`config.mk`:
```
export PLATFORM = sky130hd
export DESIGN_NAME = indexed_stack_engine_core
export DESIGN_NICKNAME = d
export VERILOG_FILES = /design/src/design/ise_pkg.sv /design/src/design/ise_ram.sv /design/src/design/ise_ctrl.sv /design/src/design/ise_datapath.sv /design/src/design/indexed_stack_engine_core.sv
export VERILOG_INCLUDE_DIRS = /design/src /design/src/design
export SDC_FILE = /design/constraint.sdc
export NUM_CORES = 1
export LEC_CHECK = 0
export BUFFER_PORTS_ARGS = -buffer_cell sky130_fd_sc_hd__buf_4
export CORE_UTILIZATION = 37
export CTS_CLUSTER_SIZE = 10
export DETAILED_ROUTE_END_ITERATION = 6
export GPL_ROUTABILITY_DRIVEN = 0
export SYNTH_ARGS = -nofsm -noshare
export SYNTH_HDL_FRONTEND = slang
export SYNTH_SLANG_ARGS = --single-unit
```
`constraint.sdc`:
```
create_clock -name clk -period 3.7 [get_ports clk]
set_clock_uncertainty 0.15 [all_clocks]
set_input_delay 0.37 -clock clk [delete_from_list [all_inputs] [get_ports clk]]
set_output_delay 0.37 -clock clk [all_outputs]
set_load 0.05 [all_outputs]
```
`src/design/indexed_stack_engine_core_defines.svh`:
```
`ifndef INDEXED_STACK_ENGINE_CORE_DEFINES_SVH
`define INDEXED_STACK_ENGINE_CORE_DEFINES_SVH

// Condition that holds at every clock edge outside reset
`define ISE_ASSERT_ALWAYS(label, cond, msg) \
    label: assert property (@(posedge clk) disable iff (!rst_n) (cond)) \
        else $error(msg);

// Consequence that follows in the cycle after the antecedent
`define ISE_ASSERT_NEXT(label, ante, cons, msg) \
    label: assert property (@(posedge clk) disable iff (!rst_n) (ante) |=> (cons)) \
        else $error(msg);

// Consequence that holds in the same cycle as the antecedent
`define ISE_ASSERT_SAME(label, ante, cons, msg) \
    label: assert property (@(posedge clk) disable iff (!rst_n) (ante) |-> (cons)) \
        else $error(msg);

`endif

```
`src/design/ise_pkg.sv`:
```
package ise_pkg;

    localparam int DEPTH     = 8;
    localparam int WORD_BITS = 32;

    localparam int COUNT_W = $clog2(DEPTH + 1);
    localparam int IDX_W   = (DEPTH > 1) ? $clog2(DEPTH) : 1;

    localparam int FUNC_W     = 3;
    localparam int POS_W      = 4;
    localparam int VALUE_W    = 32;
    localparam int DATA_W     = 32;
    localparam int STATUS_W   = 2;
    localparam int CMP_W      = (COUNT_W > POS_W) ? COUNT_W : POS_W;
    localparam int S_TDATA_W  = ((POS_W + VALUE_W + 7) / 8) * 8;
    localparam int M_TDATA_W  = DATA_W;

    typedef enum logic [FUNC_W-1:0] {
        FN_PUSH   = 3'd0,
        FN_POP    = 3'd1,
        FN_PEEK   = 3'd2,
        FN_CHANGE = 3'd3,
        FN_DUMP   = 3'd4
    } func_t;

    typedef enum logic [STATUS_W-1:0] {
        ST_OK       = 2'd0,
        ST_OVERFLOW = 2'd1,
        ST_EMPTY    = 2'd2,
        ST_BADPOS   = 2'd3
    } status_t;

    typedef struct packed {
        logic    load_req;
        logic    push;
        logic    pop;
        logic    change;
        logic    peek_rd;
        logic    dump_start;
        logic    dump_rd;
        logic    ptr_dec;
        logic    emit_imm;
        status_t emit_status;
        logic    emit_ram;
        logic    emit_last;
    } cmd_t;

    typedef struct packed {
        func_t               func;
        logic                full;
        logic                empty;
        logic                pos_ok;
        logic                ptr_zero;
        logic                out_free;
        logic [COUNT_W-1:0]  count;
    } sts_t;

endpackage

```
`src/design/ise_ram.sv`:
```
module ise_ram #(
    parameter int WIDTH = 32,
    parameter int DEPTH = 8
) (
    input  logic                                       clk,
    input  logic                                       we,
    input  logic [((DEPTH > 1) ? $clog2(DEPTH) : 1)-1:0] waddr,
    input  logic [WIDTH-1:0]                           wdata,
    input  logic                                       re,
    input  logic [((DEPTH > 1) ? $clog2(DEPTH) : 1)-1:0] raddr,
    output logic [WIDTH-1:0]                           rdata
);

    logic [WIDTH-1:0] mem_reg [DEPTH];
    logic [WIDTH-1:0] rdata_reg;

    always_ff @(posedge clk)
    begin
        if (we)
        begin
            mem_reg[waddr] <= wdata;
        end
        if (re)
        begin
            rdata_reg <= mem_reg[raddr];
        end
    end

    assign rdata = rdata_reg;

endmodule

```
`src/design/ise_ctrl.sv`:
```
module ise_ctrl (
    input  logic          clk,
    input  logic          rst_n,
    input  logic          s_tvalid,
    output logic          s_tready,
    input  ise_pkg::sts_t sts,
    output ise_pkg::cmd_t cmd
);

    typedef enum logic [4:0] {
        S_IDLE   = 5'b00001,
        S_EXEC   = 5'b00010,
        S_RDWAIT = 5'b00100,
        S_DUMP   = 5'b01000,
        S_DWAIT  = 5'b10000
    } state_t;

    state_t state_reg;
    state_t state_next;

    always_comb
    begin
        cmd        = '0;
        state_next = state_reg;
        s_tready   = 1'b0;
        unique case (state_reg)
            S_IDLE:
            begin
                s_tready = 1'b1;
                if (s_tvalid)
                begin
                    cmd.load_req = 1'b1;
                    state_next   = S_EXEC;
                end
            end
            S_EXEC:
            begin
                unique case (sts.func)
                    ise_pkg::FN_PUSH:
                    begin
                        if (sts.out_free)
                        begin
                            cmd.emit_imm = 1'b1;
                            if (sts.full)
                            begin
                                cmd.emit_status = ise_pkg::ST_OVERFLOW;
                            end
                            else
                            begin
                                cmd.push        = 1'b1;
                                cmd.emit_status = ise_pkg::ST_OK;
                            end
                            state_next = S_IDLE;
                        end
                    end
                    ise_pkg::FN_POP:
                    begin
                        if (sts.out_free)
                        begin
                            if (sts.empty)
                            begin
                                cmd.emit_imm    = 1'b1;
                                cmd.emit_status = ise_pkg::ST_EMPTY;
                                state_next      = S_IDLE;
                            end
                            else
                            begin
                                cmd.pop    = 1'b1;
                                state_next = S_RDWAIT;
                            end
                        end
                    end
                    ise_pkg::FN_PEEK:
                    begin
                        if (sts.out_free)
                        begin
                            if (!sts.pos_ok)
                            begin
                                cmd.emit_imm    = 1'b1;
                                cmd.emit_status = ise_pkg::ST_BADPOS;
                                state_next      = S_IDLE;
                            end
                            else
                            begin
                                cmd.peek_rd = 1'b1;
                                state_next  = S_RDWAIT;
                            end
                        end
                    end
                    ise_pkg::FN_CHANGE:
                    begin
                        if (sts.out_free)
                        begin
                            cmd.emit_imm = 1'b1;
                            if (!sts.pos_ok)
                            begin
                                cmd.emit_status = ise_pkg::ST_BADPOS;
                            end
                            else
                            begin
                                cmd.change      = 1'b1;
                                cmd.emit_status = ise_pkg::ST_OK;
                            end
                            state_next = S_IDLE;
                        end
                    end
                    ise_pkg::FN_DUMP:
                    begin
                        if (sts.out_free)
                        begin
                            if (sts.empty)
                            begin
                                cmd.emit_imm    = 1'b1;
                                cmd.emit_status = ise_pkg::ST_EMPTY;
                                state_next      = S_IDLE;
                            end
                            else
                            begin
                                cmd.dump_start = 1'b1;
                                state_next     = S_DUMP;
                            end
                        end
                    end
                    default:
                    begin
                        // drop requests with an unused operation code
                        state_next = S_IDLE;
                    end
                endcase
            end
            S_RDWAIT:
            begin
                cmd.emit_ram  = 1'b1;
                cmd.emit_last = 1'b1;
                state_next    = S_IDLE;
            end
            S_DUMP:
            begin
                if (sts.out_free)
                begin
                    cmd.dump_rd = 1'b1;
                    state_next  = S_DWAIT;
                end
            end
            S_DWAIT:
            begin
                cmd.emit_ram  = 1'b1;
                cmd.emit_last = sts.ptr_zero;
                if (sts.ptr_zero)
                begin
                    state_next = S_IDLE;
                end
                else
                begin
                    cmd.ptr_dec = 1'b1;
                    state_next  = S_DUMP;
                end
            end
            default:
            begin
                state_next = S_IDLE;
            end
        endcase
    end

    always_ff @(posedge clk or negedge rst_n)
    begin
        if (!rst_n)
        begin
            state_reg <= S_IDLE;
        end
        else
        begin
            state_reg <= state_next;
        end
    end

endmodule

```
`src/design/ise_datapath.sv`:
```
module ise_datapath (
    input  logic                             clk,
    input  logic                             rst_n,
    input  logic [ise_pkg::S_TDATA_W-1:0]    s_tdata,
    input  logic [ise_pkg::FUNC_W-1:0]       s_tuser,
    output logic                             m_tvalid,
    input  logic                             m_tready,
    output logic [ise_pkg::M_TDATA_W-1:0]    m_tdata,
    output logic [ise_pkg::STATUS_W-1:0]     m_tuser,
    output logic                             m_tlast,
    input  ise_pkg::cmd_t                    cmd,
    output ise_pkg::sts_t                    sts
);

    ise_pkg::func_t                  req_func_reg;
    logic [ise_pkg::POS_W-1:0]       req_pos_reg;
    logic [ise_pkg::VALUE_W-1:0]     req_value_reg;

    logic [ise_pkg::COUNT_W-1:0]     count_reg;
    logic [ise_pkg::COUNT_W-1:0]     count_next;
    logic [ise_pkg::IDX_W-1:0]       ptr_reg;
    logic [ise_pkg::IDX_W-1:0]       ptr_next;

    logic                            m_tvalid_reg;
    logic                            m_tvalid_next;
    ise_pkg::status_t                m_status_reg;
    ise_pkg::status_t                m_status_next;
    logic [ise_pkg::DATA_W-1:0]      m_data_reg;
    logic [ise_pkg::DATA_W-1:0]      m_data_next;
    logic                            m_last_reg;
    logic                            m_last_next;

    logic                            ram_we;
    logic [ise_pkg::IDX_W-1:0]       ram_waddr;
    logic [ise_pkg::WORD_BITS-1:0]   ram_wdata;
    logic                            ram_re;
    logic [ise_pkg::IDX_W-1:0]       ram_raddr;
    logic [ise_pkg::WORD_BITS-1:0]   ram_rdata;

    logic [ise_pkg::IDX_W-1:0]       pos_idx;
    logic [ise_pkg::IDX_W-1:0]       top_idx;
    logic [ise_pkg::CMP_W-1:0]       pos_cmp;
    logic [ise_pkg::CMP_W-1:0]       count_cmp;

    assign pos_idx   = ise_pkg::IDX_W'(req_pos_reg - ise_pkg::POS_W'(1));
    assign top_idx   = ise_pkg::IDX_W'(count_reg - ise_pkg::COUNT_W'(1));
    assign pos_cmp   = ise_pkg::CMP_W'(req_pos_reg);
    assign count_cmp = ise_pkg::CMP_W'(count_reg);

    assign sts.func     = req_func_reg;
    assign sts.full     = (count_reg == ise_pkg::COUNT_W'(ise_pkg::DEPTH));
    assign sts.empty    = (count_reg == '0);
    assign sts.pos_ok   = (pos_cmp != '0) && (pos_cmp <= count_cmp);
    assign sts.ptr_zero = (ptr_reg == '0);
    assign sts.out_free = !m_tvalid_reg || m_tready;
    assign sts.count    = count_reg;

    assign ram_we    = cmd.push || cmd.change;
    assign ram_waddr = cmd.push ? ise_pkg::IDX_W'(count_reg) : pos_idx;
    assign ram_wdata = ise_pkg::WORD_BITS'(req_value_reg);
    assign ram_re    = cmd.pop || cmd.peek_rd || cmd.dump_rd;
    assign ram_raddr = cmd.pop ? top_idx : (cmd.peek_rd ? pos_idx : ptr_reg);

    ise_ram #(
        .WIDTH (ise_pkg::WORD_BITS),
        .DEPTH (ise_pkg::DEPTH)
    ) u_entries (
        .clk   (clk),
        .we    (ram_we),
        .waddr (ram_waddr),
        .wdata (ram_wdata),
        .re    (ram_re),
        .raddr (ram_raddr),
        .rdata (ram_rdata)
    );

    always_comb
    begin
        count_next = count_reg;
        if (cmd.push)
        begin
            count_next = count_reg + ise_pkg::COUNT_W'(1);
        end
        else if (cmd.pop)
        begin
            count_next = count_reg - ise_pkg::COUNT_W'(1);
        end

        ptr_next = ptr_reg;
        if (cmd.dump_start)
        begin
            ptr_next = top_idx;
        end
        else if (cmd.ptr_dec)
        begin
            ptr_next = ptr_reg - ise_pkg::IDX_W'(1);
        end

        m_tvalid_next = m_tvalid_reg;
        m_status_next = m_status_reg;
        m_data_next   = m_data_reg;
        m_last_next   = m_last_reg;
        if (cmd.emit_imm)
        begin
            m_tvalid_next = 1'b1;
            m_status_next = cmd.emit_status;
            m_data_next   = '0;
            m_last_next   = 1'b1;
        end
        else if (cmd.emit_ram)
        begin
            m_tvalid_next = 1'b1;
            m_status_next = ise_pkg::ST_OK;
            m_data_next   = ise_pkg::DATA_W'($signed(ram_rdata));
            m_last_next   = cmd.emit_last;
        end
        else if (m_tready)
        begin
            m_tvalid_next = 1'b0;
        end
    end

    always_ff @(posedge clk or negedge rst_n)
    begin
        if (!rst_n)
        begin
            count_reg    <= '0;
            ptr_reg      <= '0;
            m_tvalid_reg <= 1'b0;
        end
        else
        begin
            count_reg    <= count_next;
            ptr_reg      <= ptr_next;
            m_tvalid_reg <= m_tvalid_next;
        end
    end

    always_ff @(posedge clk)
    begin
        if (cmd.load_req)
        begin
            req_func_reg  <= ise_pkg::func_t'(s_tuser);
            req_pos_reg   <= s_tdata[ise_pkg::POS_W-1:0];
            req_value_reg <= s_tdata[ise_pkg::POS_W +: ise_pkg::VALUE_W];
        end
        m_status_reg <= m_status_next;
        m_data_reg   <= m_data_next;
        m_last_reg   <= m_last_next;
    end

    assign m_tvalid = m_tvalid_reg;
    assign m_tdata  = m_data_reg;
    assign m_tuser  = m_status_reg;
    assign m_tlast  = m_last_reg;

endmodule

```
`src/design/indexed_stack_engine_core.sv`:
```
// Indexed LIFO stack of signed words with push, pop, peek, change and dump. One request
// is handled at a time. Push, change, unused operation codes and every request that fails
// its check are decided in the execute state, and their result, where there is one, is
// registered into the output register from that state. Pop and peek read the entry store
// in the execute state and give their result from the read-wait state, as the entry store
// has a registered read port. A dump gives its entries top to bottom, each read in the
// dump state and passed to the output in the dump-wait state, for the same reason.
// The next request is taken once the last result of the previous one sits in the output
// register, which may still be waiting on m_tready; a result held there stalls the next
// result, and with it the next request, for as long as m_tready stays low.
`include "indexed_stack_engine_core_defines.svh"

module indexed_stack_engine_core (
    input  logic                          clk,
    input  logic                          rst_n,
    input  logic                          s_tvalid,
    output logic                          s_tready,
    input  logic [ise_pkg::S_TDATA_W-1:0] s_tdata,   // position, value, zero fill
    input  logic [ise_pkg::FUNC_W-1:0]    s_tuser,   // func
    output logic                          m_tvalid,
    input  logic                          m_tready,
    output logic [ise_pkg::M_TDATA_W-1:0] m_tdata,   // data
    output logic [ise_pkg::STATUS_W-1:0]  m_tuser,   // status
    output logic                          m_tlast
);

    ise_pkg::cmd_t cmd;
    ise_pkg::sts_t sts;

    ise_ctrl u_ctrl (
        .clk      (clk),
        .rst_n    (rst_n),
        .s_tvalid (s_tvalid),
        .s_tready (s_tready),
        .sts      (sts),
        .cmd      (cmd)
    );

    ise_datapath u_datapath (
        .clk      (clk),
        .rst_n    (rst_n),
        .s_tdata  (s_tdata),
        .s_tuser  (s_tuser),
        .m_tvalid (m_tvalid),
        .m_tready (m_tready),
        .m_tdata  (m_tdata),
        .m_tuser  (m_tuser),
        .m_tlast  (m_tlast),
        .cmd      (cmd),
        .sts      (sts)
    );

    `ISE_ASSERT_ALWAYS(a_count_bound, sts.count <= ise_pkg::COUNT_W'(ise_pkg::DEPTH), "count over depth")
    `ISE_ASSERT_SAME(a_no_push_full, sts.full, !cmd.push, "push on a full stack")
    `ISE_ASSERT_SAME(a_no_pop_empty, sts.empty, !cmd.pop && !cmd.dump_start, "read on empty stack")
    `ISE_ASSERT_NEXT(a_one_request, s_tvalid && s_tready, !s_tready, "request taken while busy")

endmodule

```
==> results.ini <==
[sta]
setup_violations=0
slew_violations=0
timing.hold.ws_ns=0.07698
max_freq_ghz=0.3100
worst_slew_pin_slew_ns=0.8724
fin_crit_sh_pct=87.18
grt_setup_unrepaired=no
final_hold_viol_count=0
timing.final.ws_setup_ns=0.4745
setup_tns_ns=0
period_needed_ns=3.225
relSlewSlack_pct=41.84

[final_layout]
nets=1103
final_common_cell=edfxtp_1
n_antenna_cell=0
final_cell_mix=329 x edfxtp_1, 193 x mux2i_1, 93 x buf_4
fillers=3398
final_util_pct=46.52
drive_above_1_share_pct=20.61
largest_reg_flops=256
instances_no_fill=1600
stdcell_area_sq_um=18190
area_growth_pct=22.71

[logic_synthesis]
async_reset_ff_share_pct=3.467
yosys-top-cells-area=edfxtp_1 67%, mux2i_1 13%, dfxtp_1 4.5%
avgSynthCellArea_sq_um=16.79
ys_warn_count=0
synth_top_area_cell=edfxtp_1
synth_edf_count=329
syn_nets=940
syn_area_sq_um=14820
yosys.area.top_type_share_pct=66.65
ys_ff_latch=375
synthDistinctLibCells=55
synth_ff_type=edfxtp_1
yosysSeqAreaShare_pct=73.31
netlist_instances=883

[worst_setup_path]
worstSetupStartpointType=flop
cp-end-kind=flop
path_buf_inv=3
path_cells=inv_1, ha_1, nor2b_1, o2111ai_1, nand4_4, a31oi_4, buf_12, buf_12, mux2i_1, mux2i_1, mux2_2
critPathRequiredTime_ns=3.84
crit_type=flop to flop
cp_top_family=compound AO/OA/AOI/OAI gates
critPathSlowestCell=o2111ai_1
path_max_fanout=20
cp.arrival_ns=3.37
cp_slowest_stage_delay_ns=0.39

[floorplanning]
core_area_sq_um=39100
die_w_um=202.2
rows=72
start_util_pct=37.91
dieArea_sq_um=40870
ioPinCount=84
die_h_um=202.2

[detailed_routing]
wire_per_inst_um=18.57
vias_per_cell=4.802
wl_mm=29.71
drtIter0Drc=388
dr.pass1.iters=4
drtAntennaViolNets=0
via_count=7683
drc=0

[min_path]
hold_class=input port to asynchronous set/reset pin

[global_routing]
grt_pass1_vias=7838
grt_pass1_wl_mm=45.66
grt_usage_pct=14.73
grt_max_degree=33
grt_overflow_total=0
antenna_found_initial=0

[clock_network]
htreeDepth=2
insertion_delay_ns=0.53
postCtsSetupBuffers=0
ctsResizeCount=0
cts_sinks=375
hold_buffers=41
clk_pin_slew_ns=0.06
cts_tree=built
numCtsBuffers=44
clockRootBuffer=clkbuf_16
clockBufferDepth=3

[placed_design]
dp_worst_setup_slack_ns=0.5025
hpwl_mm=17.26
placed_cell_area_sq_um=16440
port_buffers=79
placedCellCount=1477

[power]
power.density_nw_per_um2=696.7
p_leak_nw=7.211
ir_drop_mv=0.5236
totalPowerFinal_mw=12.67

[status]
status=finished clean

[job]
cap_violations=0

-- layer usage --
layer / vias to the layer above / global-route usage [%] / part of all wire (%)
li1: 3697 / - / -
met1: 3794 / 19.93 / 47
met2: 137 / 24.34 / 47
met3: 55 / 2.483 / 3.6
met4: 0 / 4.350 / 2.1
met5: - / 0 / 0
-- path summary, 6_finish.rpt --
check / start / endpoint / slack [ns] / depth (start not counted)
setup / recovery: u_datapath.count_cmp[1] / u_datapath.u_entries.rdata[13] / 0.47 / 11
hold / removal: rst_n / u_datapath.count_cmp[2] / 0.08 / 2
max in group asynchronous: rst_n / u_ctrl.state_reg[0] / 3.07 / 2
min in group clk: u_datapath.m_tdata[0] / u_datapath.m_tdata[0] / 0.30 / 2
setup reg to reg: u_datapath.count_cmp[1] / u_datapath.u_entries.rdata[13] / 0.47 / 11
hold reg to reg: u_datapath.m_tdata[0] / u_datapath.m_tdata[0] / 0.30 / 2
-- cells by family (layout without fill, tap and decap cells) --
family          count (synthesis)  after routing  share of synthesized area (%)
flops                         375            375                          73.31
mux                           225            225                          15.46
simple gates                  143            143                          4.626
compound gates                 71             71                          2.988
buf+inv                        52            251                          2.355
fa+ha+maj                      10             10                         0.8441
xor+xnor                        7              7                         0.4136
-- cell usage after synthesis (3+ instances only) --
cell type / instances
a21oi_1: 41
a31oi_1: 5
buf_1: 3
buf_2: 6
buf_4: 11
buf_6: 5
buf_8: 6
clkbuf_1: 9
dfrtp_1: 12
dfxtp_1: 33
edfxtp_1: 329
ha_1: 10
inv_1: 12
mux2_2: 32
mux2i_1: 193
nand2_1: 77
nand2b_1: 3
nand3_1: 7
nor2_1: 24
nor2b_1: 3
nor3_1: 9
o21ai_0: 5
or3_1: 4
xnor2_1: 5
-- area by class of cell --
| cell class | count | area [sq um] | area share [%] |
|---|---|---|---|
| Inverter | 12 | 45.04 | 0.2476 |
| Timing Repair Buffer | 157 | 1569 | 8.626 |
| Sequential cell | 375 | 10870 | 59.74 |
| Clock buffer | 80 | 1320 | 7.257 |
| Tap cell | 518 | 648.1 | 3.563 |
| Clock inverter | 2 | 21.27 | 0.1169 |
| Multi-Input combinational cell | 456 | 3720 | 20.45 |
-- report_power, final --
group          switching [mW]  internal [mW]
registers               0.286           5.16
logic                    1.92           1.33
clock network            1.58           2.39
total                    3.79           8.88
Note: power is estimated with default switching activity, not from simulation.
